$ cat config.mk
export PLATFORM = sky130hd
export DESIGN_NAME = fdwp_in_reg
export DESIGN_NICKNAME = d
export VERILOG_FILES = /design/src/hw/rtl/fdwp_pkg.sv /design/src/hw/rtl/fdwp_in_reg.sv
export SDC_FILE = /design/constraint.sdc
export NUM_CORES = 1
export LEC_CHECK = 0
export BUFFER_PORTS_ARGS = -buffer_cell sky130_fd_sc_hd__buf_2
export CAP_MARGIN = 15
export CORE_MARGIN = 4
export CORE_UTILIZATION = 42
export CTS_BUF_LIST = sky130_fd_sc_hd__clkbuf_16
export DETAILED_ROUTE_END_ITERATION = 7
export GPL_TIMING_DRIVEN = 0
export PLACE_DENSITY = 0.81
export SYNTH_ARGS = -nofsm -noshare
export SYNTH_HDL_FRONTEND = slang
export SYNTH_SLANG_ARGS = --single-unit
$ cat constraint.sdc
create_clock -name clk -period 2 [get_ports clk]
set_input_delay 0.3 -clock clk [delete_from_list [all_inputs] [get_ports clk]]
set_output_delay 0.3 -clock clk [all_outputs]
set_load 0.02 [all_outputs]
$ cat src/hw/rtl/fdwp_pkg.sv
`default_nettype none

package fdwp_pkg;

    // flash size as log2 of its byte count
    localparam int FLASH_BYTES_LOG2 = 19;

    localparam int LANES     = 8;
    localparam int LANE_BITS = $clog2(LANES);
    localparam int BYTE_W    = 8;
    localparam int ADDR_W    = 19;
    localparam int INDEX_W   = 16;
    localparam int DWORD_W   = LANES * BYTE_W;

    // double-word index bits that fit the flash, capped at the port width
    localparam int INDEX_BITS =
        (FLASH_BYTES_LOG2 - LANE_BITS < INDEX_W) ? FLASH_BYTES_LOG2 - LANE_BITS : INDEX_W;
    localparam logic [INDEX_W-1:0] INDEX_MASK = INDEX_W'((64'd1 << INDEX_BITS) - 64'd1);

    localparam logic [DWORD_W-1:0] ERASED_WORD = '1;
    localparam logic [LANE_BITS-1:0] LAST_LANE = LANE_BITS'(LANES - 1);

    typedef struct packed {
        logic [BYTE_W-1:0] byte_value;
        logic              first_of_run;
        logic              last_of_run;
        logic [ADDR_W-1:0] dest_byte_address;
    } byte_item_t;

    // held byte transaction as seen by the packing stage
    typedef struct packed {
        logic       valid;
        byte_item_t item;
    } byte_stage_t;

endpackage

`default_nettype wire

$ cat src/hw/rtl/fdwp_in_reg.sv
`default_nettype none

module fdwp_in_reg
    import fdwp_pkg::*;
(
    input  wire logic        clk,
    input  wire logic        rst_n,
    input  wire logic        in_valid,
    output logic             in_ready,
    input  wire byte_item_t  in_item,
    input  wire logic        advance,
    output byte_stage_t      stage
);

    logic       valid_reg;
    logic       valid_next;
    byte_item_t item_reg;

    // free when empty or when the held byte moves on this cycle
    assign in_ready = !valid_reg || advance;

    always_comb
    begin
        valid_next = valid_reg;
        if (in_ready)
        begin
            valid_next = in_valid;
        end
    end

    // control flag
    always_ff @(posedge clk or negedge rst_n)
    begin
        if (!rst_n)
        begin
            valid_reg <= 1'b0;
        end
        else
        begin
            valid_reg <= valid_next;
        end
    end

    // payload, no reset
    always_ff @(posedge clk)
    begin
        if (in_ready && in_valid)
        begin
            item_reg <= in_item;
        end
    end

    assign stage.valid = valid_reg;
    assign stage.item  = item_reg;

endmodule

`default_nettype wire

After elaboration in Yosys (flattened, before gate mapping):

Index checks and enable logic that the tools add are counted.

* reductions and logical operators: 3

Operator list (number)
* $logic_and A1 B1 Y1: 1
* $logic_not A1 Y1: 1
* $logic_or A1 B1 Y1: 1

* register bits after elaboration: 30
* input bits: 33
* output and inout port bits: 31
* word-level logic and storage cells: 8

Depth between registers and ports, before layout:

* word-level depth: 3
* mapped depth: 2
* depth with buffers taken out: 2

Worst setup path after synthesis:

Ideal clock, no wire load.

* path kind: register to register
* start: register valid_reg
* end: register item_reg, in the netlist stage[0] (enable)
* setup time: 0.334 ns
* data arrival time: 0.831 ns
* slack: 0.834 ns
* stages on the path, launching flop included: 3
* buffers on the path: 0
* period minus slack after synthesis: 1.166 ns
* cells stage by stage: dfrtp_1 > nand2b_4 > and2_4

* longest elaborated chain between the ends: 3

Ends and longest elaborated chain
* start: declaration: RTL line fdwp_in_reg.sv:15 `logic valid_reg;`
* start signal: assignment: RTL line fdwp_in_reg.sv:40 `valid_reg <= valid_next;`
* $logic_not A1 Y1: RTL line fdwp_in_reg.sv:20 `assign in_ready = !valid_reg || advance;`
* $logic_or A1 B1 Y1: RTL line fdwp_in_reg.sv:20
* named net in_ready: RTL line fdwp_in_reg.sv:9 `output logic in_ready,`
* $logic_and A1 B1 Y1: RTL line fdwp_in_reg.sv:47 `if (in_ready && in_valid)`
* end signal: assignment: RTL line fdwp_in_reg.sv:49 `item_reg <= in_item;`
* end: declaration: RTL line fdwp_in_reg.sv:17 `byte_item_t item_reg;`

The timed path passes the listed nets, and every way through them passes these cells.
A chain may end at the register's enable or synchronous reset.

Worst setup path in the final report:

* start: register valid_reg
* end: output stage[29] (netlist name)

RTL lines
* end: declaration: RTL line fdwp_in_reg.sv:12 `output byte_stage_t stage`

No word-level cell between the ends.

==> impl_metrics.json <==
{
  "syn_nets": 67,
  "min_path_type": "in2reg",
  "max_cap_violations": 0,
  "final_antenna_net_count": 0,
  "finalWirelength_mm": 1.92,
  "path_depth": 2,
  "antenna_found_initial": 0,
  "ys_seq_area_share_pct": 96.1,
  "r2r_slack_ps": 780,
  "p_per_area_nw_per_um2": 1070,
  "crit_type": "reg2out",
  "clockPowerShare_pct": 42.7,
  "num_vias": 579,
  "clk_pin_slew_ps": 40,
  "drtIter0Drc": 5,
  "wire_per_inst_um": 14.6,
  "end_kind": "output pin",
  "utilization_pct": 69.7,
  "finClkSkew_ps": 2.49,
  "multi_input_area_um2": 28.8,
  "fillCellCount": 150,
  "grt_pass1_vias": 615,
  "syn_avg_cell_area_um2": 27.4,
  "finalCritPeriodShare_pct": 62.9,
  "total_power_mw": 1.53,
  "regToRegStartpoint": "valid_reg$_DFFE_PN0P_",
  "startpoint_type": "register",
  "slowest_delay_ps": 410,
  "placed_cells": 124,
  "crit_family": "flip-flops",
  "reg2reg_depth": 2,
  "ys_types": 6,
  "grt_overflow": 0,
  "viasPerCell": 4.39,
  "r2r-end": "stage[8]$_DFFE_PP_",
  "power.internal_mw": 1.22,
  "post-route-drc-count": 0,
  "p_switching_mw": 0.301,
  "fmax_ghz": 0.795,
  "die-area_um2": 3040,
  "min_path_cells": 1,
  "cts_resized": 0,
  "start_util_pct": 45.6,
  "cts.path.max_buffers": 2,
  "nets": 138,
  "slowest_stage": "dfrtp_1",
  "finalSetupViolations": 0,
  "largest_reg_flops": 29,
  "post-route-min-period_ps": 1260,
  "slew_headroom_pct": 75.8,
  "crit_end": "stage[29]",
  "syn_area_um2": 932,
  "crit_fanout": 2,
  "dr.pass1.iters": 3,
  "cts_tree": "yes",
  "die_y_um": 55.1,
  "layout-drive-gt1-share_pct": 67.6,
  "num_rows": 16,
  "final.setup.tns_ps": 0,
  "finalNonFillerCells": 132,
  "io_pins": 64,
  "worst_pin_slew_ps": 362,
  "critPathBufInv": 2,
  "gp_congestion": 0.628,
  "grt_start_max_net_pins": 30,
  "insertion_delay_ps": 260,
  "holdWs_ps": 210,
  "syn_to_final_growth_pct": 52.8,
  "portBuffers": 63,
  "p_sw_share_pct": 19.7,
  "status": "finished clean",
  "p_comb_share_pct": 8.6,
  "yosys_warnings": 0,
  "rsz0062_at_grt": "no",
  "grt_pass1_wl_mm": 2.73,
  "seqCellArea_um2": 896,
  "cts_root_buffer": "clkbuf_16",
  "crit_start": "valid_reg$_DFFE_PN0P_",
  "vdd_ir_drop_max_v": 0.000765,
  "core_um2": 2040,
  "diodes": 0,
  "p_leak_nw": 0.631,
  "die_w_um": 55.1,
  "slew_violations": 0,
  "syn_inst": 34,
  "finalHoldViolCount": 0,
  "cp_cell_sequence": "buf_4, buf_2",
  "h-tree-depth": 2,
  "cp_data_arrival_time_ps": 960,
  "ys_seq_elements": 30,
  "cp.required_ps": 1700,
  "cts_made_buffers": 5,
  "power_frac_seq_pct": 48.7,
  "grt_usage_pct": 14.6,
  "clock-sinks": 30
}
cell usage in the layout, fill, tap and decap left out, drive strengths merged:
cell type | netlist | layout
dlygate4sd3 | 0 | 1
clkbuf | 0 | 5
buf | 1 | 64
inv | 0 | 2
nand2b | 2 | 2
edfxtp | 29 | 29
and2 | 1 | 1
dfrtp | 1 | 1
what timing repair did:
action,in CTS,in global routing
hold buffers,1,0
endpoints found under the setup margin,0,0
endpoints found under the hold margin,1,0
setup buffers,0,0
cells in the mapped netlist:
cell type  count  area [um2]
buf_4          1        7.51
nand2b_4       1        13.8
nand2b_1       1        6.26
and2_4         1        8.76
edfxtp_1      29         871
dfrtp_1        1        25.0
per-layer routing:
metal  global-route usage [%]  routed length, um
met3                     11.5                336
met2                     24.2                946
met4                     6.07                  0
met1                     12.8                640
met5                        0                  0
area by class of cell:
type | instances | share of cell area, %
multi-input combinational | 3 | 2.02
clock buffer | 5 | 8.79
clock inverter | 2 | 0.527
timing repair buffer | 64 | 22.8
buffer | 1 | 0.527
tap | 27 | 2.37
sequential | 30 | 62.9
worst min-delay path by stage:
stage / startpoint / endpoint / slack [ps]
global route: in_item[10] / stage[10]$_DFFE_PP_ / 200
detailed placement: rst_n / valid_reg$_DFFE_PN0P_ / 80
global placement: rst_n / valid_reg$_DFFE_PN0P_ / 80
floorplan: rst_n / valid_reg$_DFFE_PN0P_ / 4
finish: in_item[26] / stage[26]$_DFFE_PP_ / 210
CTS: in_item[10] / stage[10]$_DFFE_PP_ / 200
metrics by stage:
step / setup slack [ps] / instance area (um2)
after floorplan: 834 / 932
after global placement: 787 / 1280
after detailed placement: 761 / 1280
after CTS: 731 / 1420
after global routing: 704 / 1420
final: 742 / 1420
cell families after synthesis:
group / count (synthesis) / share of synthesized area, %
buffers and inverters: 1 / 0.806
AND/OR/NAND/NOR: 3 / 3.09
flip-flops: 30 / 96.1
power groups by stage:
stage	Clock, mW	Sequential (mW)	Combinational (mW)
floorplan	0	0.796	0.0218
global placement	0	0.752	0.128
detailed placement	0	0.753	0.132
CTS	0.667	0.743	0.134
global route	0.707	0.744	0.143
finish	0.652	0.742	0.132
worst register-to-register path: stages (launching register included):
cell	delay, ps
dfrtp_1	410
nand2b_4	90
and2_4	380
Power figures use the tool's default switching activity.
