### src/hw/rtl/fdwp_pkg.sv
`default_nettype none

package fdwp_pkg;

    // flash size as log2 of its byte count
    localparam int FLASH_BYTES_LOG2 = 19;

    localparam int LANES     = 8;
    localparam int LANE_BITS = $clog2(LANES);
    localparam int BYTE_W    = 8;
    localparam int ADDR_W    = 19;
    localparam int INDEX_W   = 16;
    localparam int DWORD_W   = LANES * BYTE_W;

    // double-word index bits that fit the flash, capped at the port width
    localparam int INDEX_BITS =
        (FLASH_BYTES_LOG2 - LANE_BITS < INDEX_W) ? FLASH_BYTES_LOG2 - LANE_BITS : INDEX_W;
    localparam logic [INDEX_W-1:0] INDEX_MASK = INDEX_W'((64'd1 << INDEX_BITS) - 64'd1);

    localparam logic [DWORD_W-1:0] ERASED_WORD = '1;
    localparam logic [LANE_BITS-1:0] LAST_LANE = LANE_BITS'(LANES - 1);

    typedef struct packed {
        logic [BYTE_W-1:0] byte_value;
        logic              first_of_run;
        logic              last_of_run;
        logic [ADDR_W-1:0] dest_byte_address;
    } byte_item_t;

    // held byte transaction as seen by the packing stage
    typedef struct packed {
        logic       valid;
        byte_item_t item;
    } byte_stage_t;

endpackage

`default_nettype wire

### src/hw/rtl/fdwp_pack.sv
`default_nettype none

module fdwp_pack
    import fdwp_pkg::*;
(
    input  wire logic         clk,
    input  wire logic         rst_n,
    input  wire byte_stage_t  stage,
    output logic              advance,
    output logic              out_valid,
    input  wire logic         out_ready,
    output logic [INDEX_W-1:0] dword_address,
    output logic [DWORD_W-1:0] dword_data,
    output logic              run_done
);

    logic [DWORD_W-1:0]   word_reg;
    logic [DWORD_W-1:0]   word_next;
    logic [LANE_BITS-1:0] lane_reg;
    logic [LANE_BITS-1:0] lane_next;
    logic [INDEX_W-1:0]   index_reg;
    logic [INDEX_W-1:0]   index_next;
    logic                 out_valid_reg;
    logic                 out_valid_next;
    logic [INDEX_W-1:0]   addr_reg;
    logic [DWORD_W-1:0]   data_reg;
    logic                 done_reg;

    logic [DWORD_W-1:0]   base_word;
    logic [DWORD_W-1:0]   filled_word;
    logic [LANE_BITS-1:0] lane;
    logic [INDEX_W-1:0]   index;
    logic                 emit;

    // start of run restarts lane, index and word
    always_comb
    begin
        if (stage.item.first_of_run)
        begin
            lane      = stage.item.dest_byte_address[LANE_BITS-1:0];
            index     = INDEX_W'(stage.item.dest_byte_address >> LANE_BITS) & INDEX_MASK;
            base_word = ERASED_WORD;
        end
        else
        begin
            lane      = lane_reg;
            index     = index_reg;
            base_word = word_reg;
        end
    end

    // drop the byte into its lane
    always_comb
    begin
        for (int i = 0; i < LANES; i++)
        begin
            filled_word[i*BYTE_W +: BYTE_W] = (lane == LANE_BITS'(i)) ?
                stage.item.byte_value : base_word[i*BYTE_W +: BYTE_W];
        end
    end

    assign emit    = (lane == LAST_LANE) || stage.item.last_of_run;
    assign advance = stage.valid && (!emit || !out_valid_reg || out_ready);

    // next packing state
    always_comb
    begin
        word_next      = word_reg;
        lane_next      = lane_reg;
        index_next     = index_reg;
        out_valid_next = out_valid_reg && !out_ready;
        if (advance)
        begin
            if (emit)
            begin
                word_next      = ERASED_WORD;
                lane_next      = '0;
                index_next     = (index + INDEX_W'(1)) & INDEX_MASK;
                out_valid_next = 1'b1;
            end
            else
            begin
                word_next  = filled_word;
                lane_next  = lane + LANE_BITS'(1);
                index_next = index;
            end
        end
    end

    // packing state and output flag
    always_ff @(posedge clk or negedge rst_n)
    begin
        if (!rst_n)
        begin
            word_reg      <= ERASED_WORD;
            lane_reg      <= '0;
            index_reg     <= '0;
            out_valid_reg <= 1'b0;
        end
        else
        begin
            word_reg      <= word_next;
            lane_reg      <= lane_next;
            index_reg     <= index_next;
            out_valid_reg <= out_valid_next;
        end
    end

    // result register
    always_ff @(posedge clk)
    begin
        if (advance && emit)
        begin
            addr_reg <= index;
            data_reg <= filled_word;
            done_reg <= stage.item.last_of_run;
        end
    end

    assign out_valid     = out_valid_reg;
    assign dword_address = addr_reg;
    assign dword_data    = data_reg;
    assign run_done      = done_reg;

endmodule

`default_nettype wire

### config.mk
export PLATFORM = sky130hd
export DESIGN_NAME = fdwp_pack
export DESIGN_NICKNAME = d
export VERILOG_FILES = /design/src/hw/rtl/fdwp_pkg.sv /design/src/hw/rtl/fdwp_pack.sv
export SDC_FILE = /design/constraint.sdc
export NUM_CORES = 1
export LEC_CHECK = 0
export BUFFER_PORTS_ARGS = -buffer_cell sky130_fd_sc_hd__buf_2
export CAP_MARGIN = 30
export CORE_MARGIN = 2
export CORE_UTILIZATION = 30
export DETAILED_ROUTE_END_ITERATION = 12
export HOLD_SLACK_MARGIN = 0.03
export SYNTH_ARGS = -nofsm -noshare
export SYNTH_HDL_FRONTEND = slang
export SYNTH_SLANG_ARGS = --single-unit
### constraint.sdc
create_clock -name clk -period 6.01 [get_ports clk]
set_input_delay 0.3005 -clock clk [delete_from_list [all_inputs] [get_ports clk]]
set_output_delay 0.3005 -clock clk [all_outputs]
set_load 0.05 [all_outputs]
Yosys cells after proc, flatten, opt, wreduce, memory -nomap -nowiden. Index checks and enable logic that the tools add are counted. W data, S select, Z words.

Bits in registers: 165. Bits in latches: 0. Bits in writable memories: 0. ROM bits: 0. Input port bits: 33. Output and inout port bits: 83. Word-level logic and storage cells: 42. Memories kept: 0.

Add/sub/neg operators: 2. $mul: 0. Divide/modulo/power cells: 0. $lt $le $gt $ge: 0. Equality and inequality tests: 7. Shift-type cells: 0. Muxes and demuxes: 16. Bitwise operators: 0. Reductions and logical operators: 10.

Operator list (count): $mux W64 (2); $mux W8 (8); $mux W16 (2); $add A16 B1 Y16 const B (1); $eq A3 B3 Y1 const B (4); $eq A3 B2 Y1 const B (2); $mux W3 (2); $add A3 B1 Y3 const B (1); $eq A3 B1 Y1 const B (1); $logic_and A1 B1 Y1 (3); $logic_not A1 Y1 (3); $logic_not A3 Y1 (1); $logic_or A1 B1 Y1 (3); $mux W1 (2).

Longest topological paths before layout.
Depth after elaboration: 8. Gate-level depth with buffers: 16. Depth with buffers taken out: 9.

Least setup slack after synthesis. OpenSTA, ideal clock, no wires.

Path kind: input port to flip-flop. From: input stage[20] (netlist bit). To: register addr_reg[0], in the netlist dword_address[0], enable pin. Library setup time: 521 ps. Arrival: 5375 ps. Required time: 5489 ps. Setup slack: 115 ps. Stages: 14. Path buffers: 7. Path through: buf_6 > buf_8 > buf_6 > buf_2 > buf_2 > mux2i_1 > inv_1 > ha_1 > ha_1 > buf_6 > or2_1 > buf_6 > nand2_1 > nor2_1.

Word-level cells in the longest chain between the ends: 8.

RTL lines: from (decl) (RTL line fdwp_pack.sv:8) `input wire byte_stage_t stage,`; $mux W3 * (RTL line fdwp_pack.sv:38) `if (stage.item.first_of_run)`; $eq A3 B3 Y1 * (RTL line fdwp_pack.sv:62) `assign emit = (lane == LAST_LANE) || stage.item.last_of_run;`; $logic_or A1 B1 Y1 * (RTL line fdwp_pack.sv:62); $logic_not A1 Y1 (RTL line fdwp_pack.sv:63) `assign advance = stage.valid && (!emit || !out_valid_reg || out_ready);`; $logic_or A1 B1 Y1 (2 in series) (RTL line fdwp_pack.sv:63); $logic_and A1 B1 Y1 (RTL line fdwp_pack.sv:63); $logic_and A1 B1 Y1 * (RTL line fdwp_pack.sv:112) `if (advance && emit)`; to (signal assigned) (RTL line fdwp_pack.sv:114) `addr_reg <= index;`; to (decl) (RTL line fdwp_pack.sv:25) `logic [INDEX_W-1:0] addr_reg;`.

Every way passes the cells marked *; elsewhere a longest branch is shown, timed or not. A chain may end at the register's enable or synchronous reset.

Worst setup path in the final report.
From: register lane_reg[0]. To: output advance.

Word-level cells in the longest chain between the ends: 7.

RTL lines: from (decl) (RTL line fdwp_pack.sv:19) `logic [LANE_BITS-1:0] lane_reg;`; from (signal assigned) (RTL line fdwp_pack.sv:103) `lane_reg <= lane_next;`; $mux W3 (RTL line fdwp_pack.sv:38); $eq A3 B3 Y1 (RTL line fdwp_pack.sv:62); $logic_or A1 B1 Y1 (RTL line fdwp_pack.sv:62); $logic_not A1 Y1 (RTL line fdwp_pack.sv:63); $logic_or A1 B1 Y1 (2 in series) (RTL line fdwp_pack.sv:63); $logic_and A1 B1 Y1 (RTL line fdwp_pack.sv:63); to (decl) (RTL line fdwp_pack.sv:9) `output logic advance,`.

Every way passes these cells.

==> metrics.txt <==
actual slew at the worst max-slew pin=834 ps; Min Clock Period, post-route=3590 ps; unrepaired setup endpoints after global routing=no; Setup violations, final=0; Layout Utilization=36.3%; Top FF cell, synth=edfxtp_1; gpl congestion=0.762; type of origin of the critical path=register; CP endpoint kind=output port; die height=160 um; YS warnings=0; post-cts resize count=0; Starting Density=30.4%; dpl cells=1022; # IOs=116; post-synthesis sequential area ratio=63.0%; largest net degree at the start of global routing=79; clock root cell=clkbuf_16; antenna-violating nets left=0; post-synthesis cell count=618; CTS tree=built; CP max FO=34; final count of pins violating max slew=0; vias per cell=4.61; fin crit share=59.7%; Critical Setup Path Class=reg -> out; clock-pin transition on the worst setup and hold timing paths=70 ps; Async SR Flop Fraction=50.9%; Fillers=2448; synthesized area=7320 um2; GRT overflow=0; Die Area=25700 um2; post-synthesis net count=658; clk sinks=165; Flop pwr share=47.6%; clk_skew=12.9 ps; Fin Hold WS=96.3 ps; Clock Power Share=36.8%; Finished Layout Cells=1057; Die Wd=160 um; All-Layer GR Usage=13.6%; layout cells sized above 1=33.5%; Max Buffers Root-to-Sink=2; Yosys reg bits=165; worst vdd ir=0.000155 V; Max Cap Viol=0; CP required=5710 ps; worst r2r src=lane_reg[0]$_DFFE_PN0P_; antenna violations before repair=2; Leak=0.00311 uW; Sw Pwr=821 uW; Switching Fraction=29.0%; wire length per cell=16.3 um; Post-Syn Area per Cell=11.8 um2; number of synthesized flops with an enable pin=81; Min-Delay Path Depth=1; P per Cell Area=323 nW/um2; Comb power frac=15.6%; area growth from synthesis to layout=19.5%; final hold vios=0; post-DP HPWL=11.4 mm; Setup Fix Bufs, Post-CTS=0; CORE AREA=24100 um2; worst r2r dst=dword_data[13]$_DFFE_PP_; status=finished, final reports clean; vias in the first global route=4789; Max-slew headroom=44.4%; Post-Route WL=17.2 mm; internal power=2010 uW; via count=4868; first-pass GRT wire length=26.8 mm; Iter 0 DRT Violations=270; worst hold path class=in -> reg; reg-to-reg slack, setup=2770 ps; worst endpoint data arrival time=3290 ps; Nets=759; Worst Reg-to-Reg Cells=8; FF+latch area=4610 um2; drt first pass iters=5; H-Tree Depth=4; Hold Path Sink=run_done$_DFFE_PP_; HP Start=stage[19]; Cell Rows=57; Multi-input gate area=2460 um2; Inserted Clock Buffers=17; Setup TNS=0 ps; Post-route DRC=0; port bufs=115; fmax=279 MHz; Distinct cells, synth=46; Worst-Skew Late Latency=440 ps
## power groups by stage
stage                     Sequential (uW)  Clock (uW)  Combinational [uW]
after floorplan                      1470           0                 224
after global placement               1370           0                 437
after detailed placement             1370           0                 442
after CTS                            1350        1070                 444
after global routing                 1350        1110                 483
final                                1350        1040                 441
## how the worst max path moves through the flow
stage | end | slack [ps] | cells after the start | from
4_1_cts | advance | 2400 | 9 | lane_reg[0]$_DFFE_PN0P_
3_3_place_gp | dword_data[15]$_DFFE_PP_ | 2600 | 9 | stage[20]
6_report | advance | 2420 | 9 | lane_reg[0]$_DFFE_PN0P_
2_1_floorplan | dword_address[0]$_DFFE_PP_ | 110 | 14 | stage[20]
3_5_place_dp | dword_data[15]$_DFFE_PP_ | 2500 | 9 | stage[20]
5_1_grt | advance | 2160 | 9 | lane_reg[0]$_DFFE_PN0P_
## stage by stage
step | setup WS (ps) | total power, uW | cell area, um2
after detailed placement | 2500 | 1810 | 8150
after global routing | 2160 | 2950 | 8750
after global placement | 2600 | 1800 | 8150
after CTS | 2400 | 2860 | 8720
after floorplan | 115 | 1690 | 7320
final | 2420 | 2830 | 8750
## logic make-up after synthesis
| family | count (synthesis) | synth area share (%) |
|---|---|---|
| XOR/XNOR | 11 | 1.32 |
| flip-flops | 165 | 63.0 |
| multiplexers | 21 | 3.11 |
| buffers and inverters | 52 | 3.56 |
| adder cells (fa/ha/maj) | 7 | 1.20 |
| AO/OA/AOI/OAI | 160 | 15.7 |
| AND/OR/NAND/NOR | 202 | 12.1 |
## critical path, cell delays in order, from the launching register on
cell	delay [ps]
dfrtp_1	380
mux2i_1	240
inv_1	140
ha_1	240
ha_1	400
nor2_1	430
o21ai_4	90
buf_4	280
inv_2	310
buf_2	330
## placed cells by master, fill, tap and decap left out, drive strengths merged, types with 2 or more instances in the layout
cell,instances
ha,7
clkinvlp,2
o21ai,82
nand3,8
clkinv,5
a22o,2
xor2,4
mux2i,7
nand4,5
nor2,69
inv,18
edfxtp,81
buf,120
nand2b,9
and2,6
mux2,14
dfstp,64
xnor2,7
a21oi,13
dfrtp,20
o22a,56
nand4b,3
clkbuf,19
nand2,97
## metal layers
metal,vias up,GRT usage (%),share of wire (%)
li1,2401,-,-
met1,2323,17.0,44
met2,124,22.7,49
met3,20,3.90,5.7
met4,0,4.59,1.4
met5,-,0,0
## synthesized netlist by cell type, drive strengths merged (2+ instances only)
library cell	number	area (um2)
mux2	14	158
and2	6	37.5
edfxtp	81	2430
nand2	97	364
ha	7	87.6
clkbuf	15	56.3
o22a	56	490
o21ai	82	414
nand4b	3	41.3
nand3	8	40.0
nand2b	9	56.3
mux2i	7	70.1
dfrtp	20	500
buf	24	155
xor2	4	35.0
nand4	5	43.8
a21oi	13	140
dfstp	64	1680
inv	13	48.8
nor2	69	259
xnor2	7	61.3
a22o	2	17.5
## what timing repair did
item | CTS | global route
setup endpoints to repair | 0 | 0
hold buffers | 1 | 0
endpoints found under the hold margin | 6 | 0
## cell type report
cell class                      count  area share, %
Antenna cell                        1         0.0286
Tap cell                          324           4.63
Clock inverter                     13           1.42
Inverter                           13          0.558
Sequential cell                   165           52.7
Timing Repair Buffer              121           7.55
Clock buffer                       19           4.95
Multi-Input combinational cell    401           28.1
(Power assumes the default switching activity.)
